<file path="config.mk">
export PLATFORM = sky130hd
export DESIGN_NAME = linear_adsr_envelope_top_flat
export DESIGN_NICKNAME = d
export VERILOG_FILES = /design/src/rtl/lae_pkg.sv /design/src/rtl/lae_if.sv /design/src/rtl/linear_adsr_envelope_top.sv /design/src/flat_wrapper.sv
export SDC_FILE = /design/constraint.sdc
export NUM_CORES = 2
export LEC_CHECK = 0
export BUFFER_PORTS_ARGS = -buffer_cell sky130_fd_sc_hd__buf_2
export CAP_MARGIN = 40
export CORE_MARGIN = 2
export CORE_UTILIZATION = 65
export CTS_BUF_LIST = sky130_fd_sc_hd__clkbuf_8
export CTS_CLUSTER_DIAMETER = 60
export DETAILED_ROUTE_END_ITERATION = 10
export GPL_ROUTABILITY_DRIVEN = 0
export PLACE_DENSITY = 0.84
export SLEW_MARGIN = 10
export SYNTH_ARGS = -nofsm -noshare
export SYNTH_HDL_FRONTEND = slang
export SYNTH_SLANG_ARGS = --single-unit
</file>
<file path="constraint.sdc">
create_clock -name clk -period 11.6 [get_ports clk]
set_input_delay 2.32 -clock clk [delete_from_list [all_inputs] [get_ports clk]]
set_output_delay 2.32 -clock clk [all_outputs]
set_load 0.005 [all_outputs]
</file>
<file path="src/rtl/lae_pkg.sv">
// shared types, codes and the control store of the envelope generator
`default_nettype none
package lae_pkg;

	localparam int TIME_W = 24;
	localparam int LVL_W  = 16;
	localparam int NUM_W  = TIME_W + LVL_W + 1;
	localparam int QUO_W  = LVL_W + 1;
	localparam int ADDR_W = 5;
	localparam int DATA_W = 32;

	localparam logic [TIME_W-1:0] ATTACK_TIME_RST   = 24'd441;
	localparam logic [TIME_W-1:0] DECAY_TIME_RST    = 24'd441;
	localparam logic [LVL_W-1:0]  DECAY_LEVEL_RST   = 16'd52428;
	localparam logic [TIME_W-1:0] SUSTAIN_TIME_RST  = 24'd4410;
	localparam logic [LVL_W-1:0]  SUSTAIN_LEVEL_RST = 16'd39321;
	localparam logic [TIME_W-1:0] RELEASE_TIME_RST  = 24'd4410;

	localparam logic [LVL_W-1:0]  MAX_LEVEL  = 16'hFFFF;
	localparam logic [QUO_W-1:0]  FULL_SCALE = 17'h10000;
	localparam logic [TIME_W-1:0] COUNT_MAX  = 24'hFFFFFF;

	// commands
	localparam logic [1:0] CMD_REQ     = 2'd0;
	localparam logic [1:0] CMD_PRESS   = 2'd1;
	localparam logic [1:0] CMD_RELEASE = 2'd2;

	// register indexes
	localparam logic [2:0] REG_ATTACK_TIME   = 3'd0;
	localparam logic [2:0] REG_DECAY_TIME    = 3'd1;
	localparam logic [2:0] REG_DECAY_LEVEL   = 3'd2;
	localparam logic [2:0] REG_SUSTAIN_TIME  = 3'd3;
	localparam logic [2:0] REG_SUSTAIN_LEVEL = 3'd4;
	localparam logic [2:0] REG_RELEASE_TIME  = 3'd5;

	// envelope segments
	localparam logic [1:0] SEG_ATTACK  = 2'd0;
	localparam logic [1:0] SEG_DECAY   = 2'd1;
	localparam logic [1:0] SEG_RAMP    = 2'd2;
	localparam logic [1:0] SEG_RELEASE = 2'd3;

	// datapath operations
	localparam logic [2:0] OP_NONE    = 3'd0;
	localparam logic [2:0] OP_DECODE  = 3'd1;
	localparam logic [2:0] OP_SELECT  = 3'd2;
	localparam logic [2:0] OP_MUL     = 3'd3;
	localparam logic [2:0] OP_DIVINIT = 3'd4;
	localparam logic [2:0] OP_DIVSTEP = 3'd5;
	localparam logic [2:0] OP_FINISH  = 3'd6;
	localparam logic [2:0] OP_EMIT    = 3'd7;

	// sequencing conditions
	localparam logic [2:0] COND_NEXT    = 3'd0;
	localparam logic [2:0] COND_WAIT_IN = 3'd1;
	localparam logic [2:0] COND_NOT_REQ = 3'd2;
	localparam logic [2:0] COND_NO_DIV  = 3'd3;
	localparam logic [2:0] COND_LOOP    = 3'd4;
	localparam logic [2:0] COND_OUT     = 3'd5;

	// program steps
	localparam logic [2:0] PC_WAIT    = 3'd0;
	localparam logic [2:0] PC_DECODE  = 3'd1;
	localparam logic [2:0] PC_SELECT  = 3'd2;
	localparam logic [2:0] PC_MUL     = 3'd3;
	localparam logic [2:0] PC_DIVINIT = 3'd4;
	localparam logic [2:0] PC_DIVSTEP = 3'd5;
	localparam logic [2:0] PC_FINISH  = 3'd6;
	localparam logic [2:0] PC_EMIT    = 3'd7;

	typedef struct packed {
		logic [2:0] op;
		logic [2:0] cond;
		logic [2:0] target;
	} ucode_t;

	function automatic ucode_t ucode(input logic [2:0] pc);
		ucode_t w;
		case (pc)
			PC_WAIT:    w = '{op: OP_NONE,    cond: COND_WAIT_IN, target: PC_DECODE};
			PC_DECODE:  w = '{op: OP_DECODE,  cond: COND_NOT_REQ, target: PC_EMIT};
			PC_SELECT:  w = '{op: OP_SELECT,  cond: COND_NO_DIV,  target: PC_EMIT};
			PC_MUL:     w = '{op: OP_MUL,     cond: COND_NEXT,    target: PC_DIVINIT};
			PC_DIVINIT: w = '{op: OP_DIVINIT, cond: COND_NEXT,    target: PC_DIVSTEP};
			PC_DIVSTEP: w = '{op: OP_DIVSTEP, cond: COND_LOOP,    target: PC_DIVSTEP};
			PC_FINISH:  w = '{op: OP_FINISH,  cond: COND_NEXT,    target: PC_EMIT};
			PC_EMIT:    w = '{op: OP_EMIT,    cond: COND_OUT,     target: PC_WAIT};
			default:    w = '{op: OP_NONE,    cond: COND_NEXT,    target: PC_WAIT};
		endcase
		return w;
	endfunction

endpackage
`default_nettype wire

</file>
<file path="src/rtl/lae_if.sv">
// command and result channel interfaces of the envelope generator
`default_nettype none
interface lae_cmd_if;
	logic                      valid;
	logic                      ready;
	logic [1:0]                command;
	logic [lae_pkg::TIME_W-1:0] sample_time;

	modport source (output valid, command, sample_time, input ready);
	modport sink (input valid, command, sample_time, output ready);
endinterface

interface lae_res_if;
	logic                     valid;
	logic                     ready;
	logic [lae_pkg::LVL_W-1:0] level;
	logic                     playing;

	modport source (output valid, level, playing, input ready);
	modport sink (input valid, level, playing, output ready);
endinterface
`default_nettype wire

</file>
<file path="src/rtl/linear_adsr_envelope_top.sv">
// linear adsr envelope generator: apb registers, microcoded sequencer and datapath
//
// Usage: commands arrive on cmd (note press, note release, or a level request
// with the sample count since the press); every command gives one result on
// res carrying the envelope level (unsigned Q0.16) and the playing flag.
// Registers sit on the apb port at 4*index: attack_time, decay_time,
// decay_level, sustain_time, sustain_level, release_time. Write them only
// while the block is idle.
// A short program in a control store runs one command at a time. Press and
// release go from decode straight to the emit step, held requests on a
// segment boundary from decode through select to emit; requests that interpolate
// pass one 24x17 multiply and a 17-step radix-2 divider before finish and emit.
// A new command is not taken until the last one's result is loaded into the
// output register; ready rises as that result is loaded.
// The output register holds a result until it is taken; a new command is
// accepted meanwhile and its result waits in the sequencer until the output
// register frees up.
// Reset (arst_n low) clears the envelope state, loads the default register
// values and empties the output register.
`default_nettype none
module linear_adsr_envelope_top (
	input  wire logic                        clk,
	input  wire logic                        arst_n,
	lae_cmd_if.sink                          cmd,
	lae_res_if.source                        res,
	input  wire logic                        psel,
	input  wire logic                        penable,
	input  wire logic                        pwrite,
	input  wire logic [lae_pkg::ADDR_W-1:0]  paddr,
	input  wire logic [lae_pkg::DATA_W-1:0]  pwdata,
	output logic      [lae_pkg::DATA_W-1:0]  prdata,
	output logic                             pready
);

	// configuration
	logic [lae_pkg::TIME_W-1:0] attack_time_q, decay_time_q, sustain_time_q, release_time_q;
	logic [lae_pkg::LVL_W-1:0]  decay_level_q, sustain_level_q;

	// envelope state
	logic                       note_held_q, active_q;
	logic [lae_pkg::LVL_W-1:0]  level_q, start_level_q;
	logic [lae_pkg::TIME_W-1:0] release_count_q;

	// sequencer and datapath
	logic [2:0]                 pc_q, pc_d;
	lae_pkg::ucode_t            uw;
	logic [1:0]                 cmd_q;
	logic [lae_pkg::TIME_W-1:0] t_q;
	logic [lae_pkg::TIME_W:0]   ad_q;
	logic [lae_pkg::TIME_W+1:0] ads_q;
	logic [1:0]                 seg_q;
	logic                       up_q;
	logic [lae_pkg::TIME_W-1:0] x_q, div_q, rem_q;
	logic [lae_pkg::QUO_W-1:0]  y_q, work_q;
	logic [lae_pkg::NUM_W-1:0]  num_q;
	logic                       ovf_q;
	logic [4:0]                 cnt_q;

	logic                       out_valid_q, out_playing_q;
	logic [lae_pkg::LVL_W-1:0]  out_level_q;

	logic                       cfg_wr, in_acc, out_free, no_div;
	logic [lae_pkg::TIME_W+1:0] t_ext;
	logic [lae_pkg::NUM_W-1:0]  prod;
	logic [lae_pkg::TIME_W:0]   shifted, diff;
	logic                       ge;

	assign uw       = lae_pkg::ucode(pc_q);
	assign cfg_wr   = psel && penable && pwrite;
	assign pready   = 1'b1;
	assign in_acc   = cmd.valid && cmd.ready;
	assign cmd.ready = (pc_q == lae_pkg::PC_WAIT);
	assign out_free = !out_valid_q || res.ready;
	assign res.valid   = out_valid_q;
	assign res.level   = out_level_q;
	assign res.playing = out_playing_q;

	assign t_ext   = {2'b00, t_q};
	assign no_div  = note_held_q && (t_ext > {2'b00, attack_time_q})
		&& (t_ext >= {1'b0, ad_q}) && !((t_ext > {1'b0, ad_q}) && (t_ext < ads_q));
	assign prod    = x_q * y_q;
	assign shifted = {rem_q, work_q[lae_pkg::QUO_W-1]};
	assign diff    = shifted - {1'b0, div_q};
	assign ge      = (shifted >= {1'b0, div_q});

	// register read
	always_comb begin
		case (paddr[4:2])
			lae_pkg::REG_ATTACK_TIME:   prdata = {8'h00, attack_time_q};
			lae_pkg::REG_DECAY_TIME:    prdata = {8'h00, decay_time_q};
			lae_pkg::REG_DECAY_LEVEL:   prdata = {16'h0000, decay_level_q};
			lae_pkg::REG_SUSTAIN_TIME:  prdata = {8'h00, sustain_time_q};
			lae_pkg::REG_SUSTAIN_LEVEL: prdata = {16'h0000, sustain_level_q};
			lae_pkg::REG_RELEASE_TIME:  prdata = {8'h00, release_time_q};
			default:                    prdata = '0;
		endcase
	end

	always_ff @(posedge clk or negedge arst_n) begin
		if (!arst_n) begin
			attack_time_q   <= lae_pkg::ATTACK_TIME_RST;
			decay_time_q    <= lae_pkg::DECAY_TIME_RST;
			decay_level_q   <= lae_pkg::DECAY_LEVEL_RST;
			sustain_time_q  <= lae_pkg::SUSTAIN_TIME_RST;
			sustain_level_q <= lae_pkg::SUSTAIN_LEVEL_RST;
			release_time_q  <= lae_pkg::RELEASE_TIME_RST;
		end else if (cfg_wr) begin
			case (paddr[4:2])
				lae_pkg::REG_ATTACK_TIME:   attack_time_q   <= pwdata[23:0];
				lae_pkg::REG_DECAY_TIME:    decay_time_q    <= pwdata[23:0];
				lae_pkg::REG_DECAY_LEVEL:   decay_level_q   <= pwdata[15:0];
				lae_pkg::REG_SUSTAIN_TIME:  sustain_time_q  <= pwdata[23:0];
				lae_pkg::REG_SUSTAIN_LEVEL: sustain_level_q <= pwdata[15:0];
				lae_pkg::REG_RELEASE_TIME:  release_time_q  <= pwdata[23:0];
				default: ;
			endcase
		end
	end

	// step counter
	always_comb begin
		case (uw.cond)
			lae_pkg::COND_WAIT_IN: pc_d = in_acc ? uw.target : pc_q;
			lae_pkg::COND_NOT_REQ: pc_d = (cmd_q != lae_pkg::CMD_REQ) ? uw.target : pc_q + 3'd1;
			lae_pkg::COND_NO_DIV:  pc_d = no_div ? uw.target : pc_q + 3'd1;
			lae_pkg::COND_LOOP:    pc_d = (cnt_q != 5'd0) ? uw.target : pc_q + 3'd1;
			lae_pkg::COND_OUT:     pc_d = out_free ? uw.target : pc_q;
			default:               pc_d = pc_q + 3'd1;
		endcase
	end

	always_ff @(posedge clk or negedge arst_n) begin
		if (!arst_n) begin
			pc_q            <= lae_pkg::PC_WAIT;
			note_held_q     <= 1'b0;
			active_q        <= 1'b0;
			level_q         <= '0;
			start_level_q   <= '0;
			release_count_q <= '0;
			out_valid_q     <= 1'b0;
		end else begin
			pc_q <= pc_d;
			if ((uw.op == lae_pkg::OP_EMIT) && out_free) begin
				out_valid_q <= 1'b1;
			end else if (res.ready) begin
				out_valid_q <= 1'b0;
			end
			case (uw.op)
				lae_pkg::OP_DECODE: begin
					case (cmd_q)
						lae_pkg::CMD_PRESS: begin
							note_held_q   <= 1'b1;
							active_q      <= 1'b1;
							start_level_q <= '0;
							level_q       <= '0;
						end
						lae_pkg::CMD_RELEASE: begin
							note_held_q     <= 1'b0;
							start_level_q   <= level_q;
							release_count_q <= '0;
						end
						default: ;
					endcase
				end
				lae_pkg::OP_FINISH: begin
					case (seg_q)
						lae_pkg::SEG_ATTACK:
							level_q <= (ovf_q || work_q[lae_pkg::QUO_W-1]) ? lae_pkg::MAX_LEVEL
								: work_q[lae_pkg::LVL_W-1:0];
						lae_pkg::SEG_DECAY:
							level_q <= (work_q == '0) ? lae_pkg::MAX_LEVEL
								: lae_pkg::LVL_W'(lae_pkg::FULL_SCALE - work_q);
						lae_pkg::SEG_RAMP:
							level_q <= up_q ? decay_level_q + work_q[lae_pkg::LVL_W-1:0]
								: decay_level_q - work_q[lae_pkg::LVL_W-1:0];
						default: begin
							// release: drop of start level or more ends the note
							if (ovf_q || work_q >= {1'b0, start_level_q}) begin
								level_q  <= '0;
								active_q <= 1'b0;
							end else begin
								level_q <= start_level_q - work_q[lae_pkg::LVL_W-1:0];
							end
							if (release_count_q != lae_pkg::COUNT_MAX) begin
								release_count_q <= release_count_q + 24'd1;
							end
						end
					endcase
				end
				default: ;
			endcase
		end
	end

	// payload registers
	always_ff @(posedge clk) begin
		if (in_acc) begin
			cmd_q <= cmd.command;
			t_q   <= cmd.sample_time;
		end
		case (uw.op)
			lae_pkg::OP_DECODE: begin
				ad_q  <= {1'b0, attack_time_q} + {1'b0, decay_time_q};
				ads_q <= {2'b00, attack_time_q} + {2'b00, decay_time_q}
					+ {2'b00, sustain_time_q};
			end
			lae_pkg::OP_SELECT: begin
				up_q <= (sustain_level_q >= decay_level_q);
				if (!note_held_q) begin
					seg_q <= lae_pkg::SEG_RELEASE;
					x_q   <= release_count_q;
					y_q   <= {1'b0, start_level_q};
					div_q <= release_time_q;
				end else if (t_q <= attack_time_q) begin
					seg_q <= lae_pkg::SEG_ATTACK;
					x_q   <= t_q;
					y_q   <= lae_pkg::FULL_SCALE;
					div_q <= attack_time_q;
				end else if (t_ext < {1'b0, ad_q}) begin
					seg_q <= lae_pkg::SEG_DECAY;
					x_q   <= t_q - attack_time_q;
					y_q   <= lae_pkg::FULL_SCALE - {1'b0, decay_level_q};
					div_q <= decay_time_q;
				end else begin
					seg_q <= lae_pkg::SEG_RAMP;
					x_q   <= lae_pkg::TIME_W'(t_ext - {1'b0, ad_q});
					y_q   <= (sustain_level_q >= decay_level_q)
						? {1'b0, sustain_level_q - decay_level_q}
						: {1'b0, decay_level_q - sustain_level_q};
					div_q <= sustain_time_q;
				end
			end
			lae_pkg::OP_MUL: num_q <= prod;
			lae_pkg::OP_DIVINIT: begin
				// quotient must fit in 17 bits, else it saturates
				ovf_q  <= (num_q[lae_pkg::NUM_W-1:lae_pkg::QUO_W] >= div_q);
				rem_q  <= num_q[lae_pkg::NUM_W-1:lae_pkg::QUO_W];
				work_q <= num_q[lae_pkg::QUO_W-1:0];
				cnt_q  <= 5'(lae_pkg::QUO_W - 1);
			end
			lae_pkg::OP_DIVSTEP: begin
				rem_q  <= ge ? diff[lae_pkg::TIME_W-1:0] : shifted[lae_pkg::TIME_W-1:0];
				work_q <= {work_q[lae_pkg::QUO_W-2:0], ge};
				cnt_q  <= cnt_q - 5'd1;
			end
			lae_pkg::OP_EMIT: begin
				if (out_free) begin
					out_level_q   <= level_q;
					out_playing_q <= active_q;
				end
			end
			default: ;
		endcase
	end

endmodule
`default_nettype wire

</file>
<file path="src/flat_wrapper.sv">
// flat-port wrapper written by rule: the top's interface ports become plain ports
module linear_adsr_envelope_top_flat 
  (clk, arst_n, psel, penable, pwrite, paddr, pwdata, prdata, pready, cmd_valid, cmd_command, cmd_sample_time, cmd_ready, res_valid, res_level, res_playing, res_ready);
  lae_cmd_if cmd_i ();
  lae_res_if res_i ();
  input  wire logic clk;
  input  wire logic arst_n;
  input  wire logic psel;
  input  wire logic penable;
  input  wire logic pwrite;
  input  wire logic [lae_pkg::ADDR_W-1:0] paddr;
  input  wire logic [lae_pkg::DATA_W-1:0] pwdata;
  output logic      [lae_pkg::DATA_W-1:0] prdata;
  output logic pready;
  input wire logic [$bits(cmd_i.valid)-1:0] cmd_valid;
  input wire logic [$bits(cmd_i.command)-1:0] cmd_command;
  input wire logic [$bits(cmd_i.sample_time)-1:0] cmd_sample_time;
  output wire logic [$bits(cmd_i.ready)-1:0] cmd_ready;
  output wire logic [$bits(res_i.valid)-1:0] res_valid;
  output wire logic [$bits(res_i.level)-1:0] res_level;
  output wire logic [$bits(res_i.playing)-1:0] res_playing;
  input wire logic [$bits(res_i.ready)-1:0] res_ready;
  assign cmd_i.valid = cmd_valid;
  assign cmd_i.command = cmd_command;
  assign cmd_i.sample_time = cmd_sample_time;
  assign cmd_ready = cmd_i.ready;
  assign res_valid = res_i.valid;
  assign res_level = res_i.level;
  assign res_playing = res_i.playing;
  assign res_i.ready = res_ready;
  linear_adsr_envelope_top u_core (.clk(clk), .arst_n(arst_n), .cmd(cmd_i), .res(res_i), .psel(psel), .penable(penable), .pwrite(pwrite), .paddr(paddr), .pwdata(pwdata), .prdata(prdata), .pready(pready));
endmodule
</file>
==> results.md <==
* Count of flip-flops with a built-in enable after synthesis at 250
* Floorplan die area at 68300 um^2
* Die Ht at about 260 um
* Final core occ at 0.704
* Number of clock buffers inserted by TritonCTS at 76
* CTS tree: done
* Half-perimeter wire length after detailed placement at ~92 mm
* Kind of critical path: flip-flop to flip-flop
* RSZ-0062 raised after global routing: no
* Synth top area share at 0.174
* Commonest cells after routing, fill and taps aside: 676 x inv_1, 595 x nand2_1, 373 x ha_1
* Synth-to-layout area growth at 7.25%
* NumNets Final at 5510
* Worst Setup End Kind: flip-flop
* Required arrival time at the worst endpoint at 11.97 ns
* Count of final setup violators at 0
* Fraction of layout instances using a drive strength above 1 at 0.0964
* Hold bufs inserted after CTS at 0
* Portion of the post-synthesis area used by sequential elements at 0.286
* Category of the worst setup path launch point: flip-flop
* Number of placement rows at 94
* Status: completed
* Global-route wire length before repair at around 200 mm
* Number of cells produced by synthesis at 4682
* Global-route usage over all layers at 0.367
* Setup TNS after final layout at 0 ns
* Tightest Pin Transition at 0.994 ns
* Critical path fanouts, max at 24
* Mean instance size in the synthesized netlist at 9.20 um^2
* Synth area leader: edfxtp_1
* Largest net degree at the start of global routing at 75
* Initial antenna violation count at 7
* Initial core utilization at 0.656
* Number of unique standard cell types used by synthesis at slightly above 90
* TritonCTS sink count at 440
* Max-cap violation count at 0
* Post CTS Setup Buffer Count at 0
* CP Data Arrival Time at between 7 and 8 ns
* Via count of the first global-routing pass at between 30000 and 40000
* Die width at between 200 and 300 um
* DRT Pass-1 Iters at 6
* Antenna-violating nets left at 0
* Core area at 65600 um^2
* Worst slew slack as a fraction of its limit at 0.337
* Clock-pin slew on the worst setup and hold paths at 0.06 ns
* Final Slew Violations at 0
* Main synth FF type: edfxtp_1
* Crit share post-route at 0.650
* Clock Skew at 0.0493 ns
* DRC marker count from the first detailed-route iteration at 4151
* DR vias/cell at 6.35
* Synthesis-stage register bit count at 440
* Yosys warning total at 0
* Total gr overflow at 0
* Main area contributors after synthesis: edfxtp_1 17%, fa_1 16%, ha_1 11%
* Worst-case clock buffer depth at 3
* Clock latency at the later pin of the worst-skew pair at between 0.6 and 0.7 ns
* Final Hold Violating Endpoints at 0
* Clock tree root buffer cell: clkbuf_8
* DRC errors left at 0
* Clock period minus worst slack at 7.54 ns
* Count of buffers from port buffering at 102
* Count of boundary I/O pins at 122
* Post-synthesis instance area at 43100 um^2
* Post-Route WL at 122 mm
* Final Instance Area at between 40000 and 50000 um^2
* Leading cell type in the layout, fill and taps excluded: inv_1
* Number of resized instances in the post-cts repair step at 0
* Routed length per instance at 21.6 um
* H-tree level count at 3
* Worst min-delay path category: flip-flop to flip-flop
* Highest clock rate at 0.133 GHz
* Placed Instance Area at 44600 um^2
* Via count at around 36000
* Post-synth ARST share at 0.432
through the flow:
stage / hold slack, ns / setup WS (ns) / instances
finish: 0.453 / 4.06 / 5657
global route: 0.478 / 3.75 / 5656
CTS: 0.456 / 4.21 / 5654
detailed placement: 0.433 / 4.34 / 5512
global placement: 0.437 / 4.30 / 5495
floorplan: 0.426 / 5.27 / 4689
critical path, stage by stage, from the launching register on:
cell and delay, ns:
edfxtp_1 0.99, nand2_1 0.18, fa_1 0.57, inv_1 0.05
fa_1 0.54, inv_1 0.06, fa_1 0.49, inv_1 0.05
fa_1 0.49, fa_1 0.55, inv_1 0.05, fa_1 0.54
inv_1 0.05, ha_1 0.39, and2_1 0.24, and3_1 0.21
nand4_1 0.11, o21ai_0 0.25, buf_4 0.20, nand3_1 0.09
o31ai_1 0.63, a21o_1 0.23, a2111o_1 0.14, o211ai_1 0.09
layout make-up:
type	instances	area, um^2
Antenna cell	1	2.50
Clock buffer	88	1210
Clock inverter	54	307
Fill cell	4842	19400
Inverter	651	2440
Multi-Input combinational cell	3407	27600
Sequential cell	440	12300
Tap cell	864	1080
Timing Repair Buffer	152	1200
cell families after synthesis:
| family | count (synthesis) | synth area share |
|---|---|---|
| other | 2 | 0.000174 |
| buffers and inverters | 842 | 0.0750 |
| flip-flops | 440 | 0.286 |
| XOR/XNOR | 206 | 0.0419 |
| AO/OA/AOI/OAI | 987 | 0.147 |
| AND/OR/NAND/NOR | 1347 | 0.147 |
| adder cells (fa/ha/maj) | 712 | 0.266 |
| multiplexers | 146 | 0.0371 |
registers in the layout, summed over array words and instances, names as in the netlist, 2 cells and up:
name and cells:
u_core.ads_q 26, u_core.div_q 24, u_core.release_count_q 24, u_core.t_q 24, u_core.seg_q 2, u_core.cmd_q 2
u_core.decay_level_q 16, u_core.sustain_time_q 24, u_core.level_q 16, u_core.x_q 24, u_core.num_q 41, u_core.attack_time_q 24
u_core.rem_q 24, u_core.cnt_q 5, u_core.decay_time_q 24, u_core.start_level_q 16, u_core.y_q 17, u_core.release_time_q 24
u_core.ad_q 25, u_core.pc_q 3, u_core.res.level 16, u_core.sustain_level_q 16, u_core.work_q 17
synthesized netlist by cell type, types with 40 or more instances:
cell	count
clkbuf_1	160
nor2_1	218
a22oi_1	76
dfstp_2	40
fa_1	338
a21oi_1	228
a31oi_1	51
xor2_1	56
edfxtp_1	250
dfrtp_1	150
inv_1	650
nand2_1	596
nor3_1	69
mux2_2	109
and2_1	176
nand3_1	74
xnor2_1	150
a21o_1	101
o21ai_0	257
ha_1	374
path summary, 6_finish.rpt:
path                                             start  slack (ns)  cells past startpoint                              endpoint
max                            u_core.y_q[7]$_DFFE_PN_        4.06                     23            u_core.num_q[39]$_DFFE_PN_
min                        u_core.active_q$_DFFE_PN0P_        0.45                      0          u_core.res.playing$_DFFE_PP_
max reg2reg                    u_core.y_q[7]$_DFFE_PN_        4.06                     23            u_core.num_q[39]$_DFFE_PN_
min reg2reg                u_core.active_q$_DFFE_PN0P_        0.45                      0          u_core.res.playing$_DFFE_PP_
max in group asynchronous                       arst_n        8.98                      3  u_core.decay_level_q[14]$_DFFE_PN1P_
min in group asynchronous                       arst_n        1.60                      1  u_core.sustain_time_q[0]$_DFFE_PN0P_
per-layer routing:
layer | vias up | part of all wire | track usage
li1 | 16000 | - | -
met1 | 17300 | 0.37 | 0.463
met2 | 2157 | 0.46 | 0.591
met3 | 498 | 0.11 | 0.0818
met4 | 8 | 0.057 | 0.196
met5 | - | 0.00043 | 0
Power is left out: the tool's default activity adds up to more than one toggle a clock period on the data nets, which glitch-free logic cannot reach.
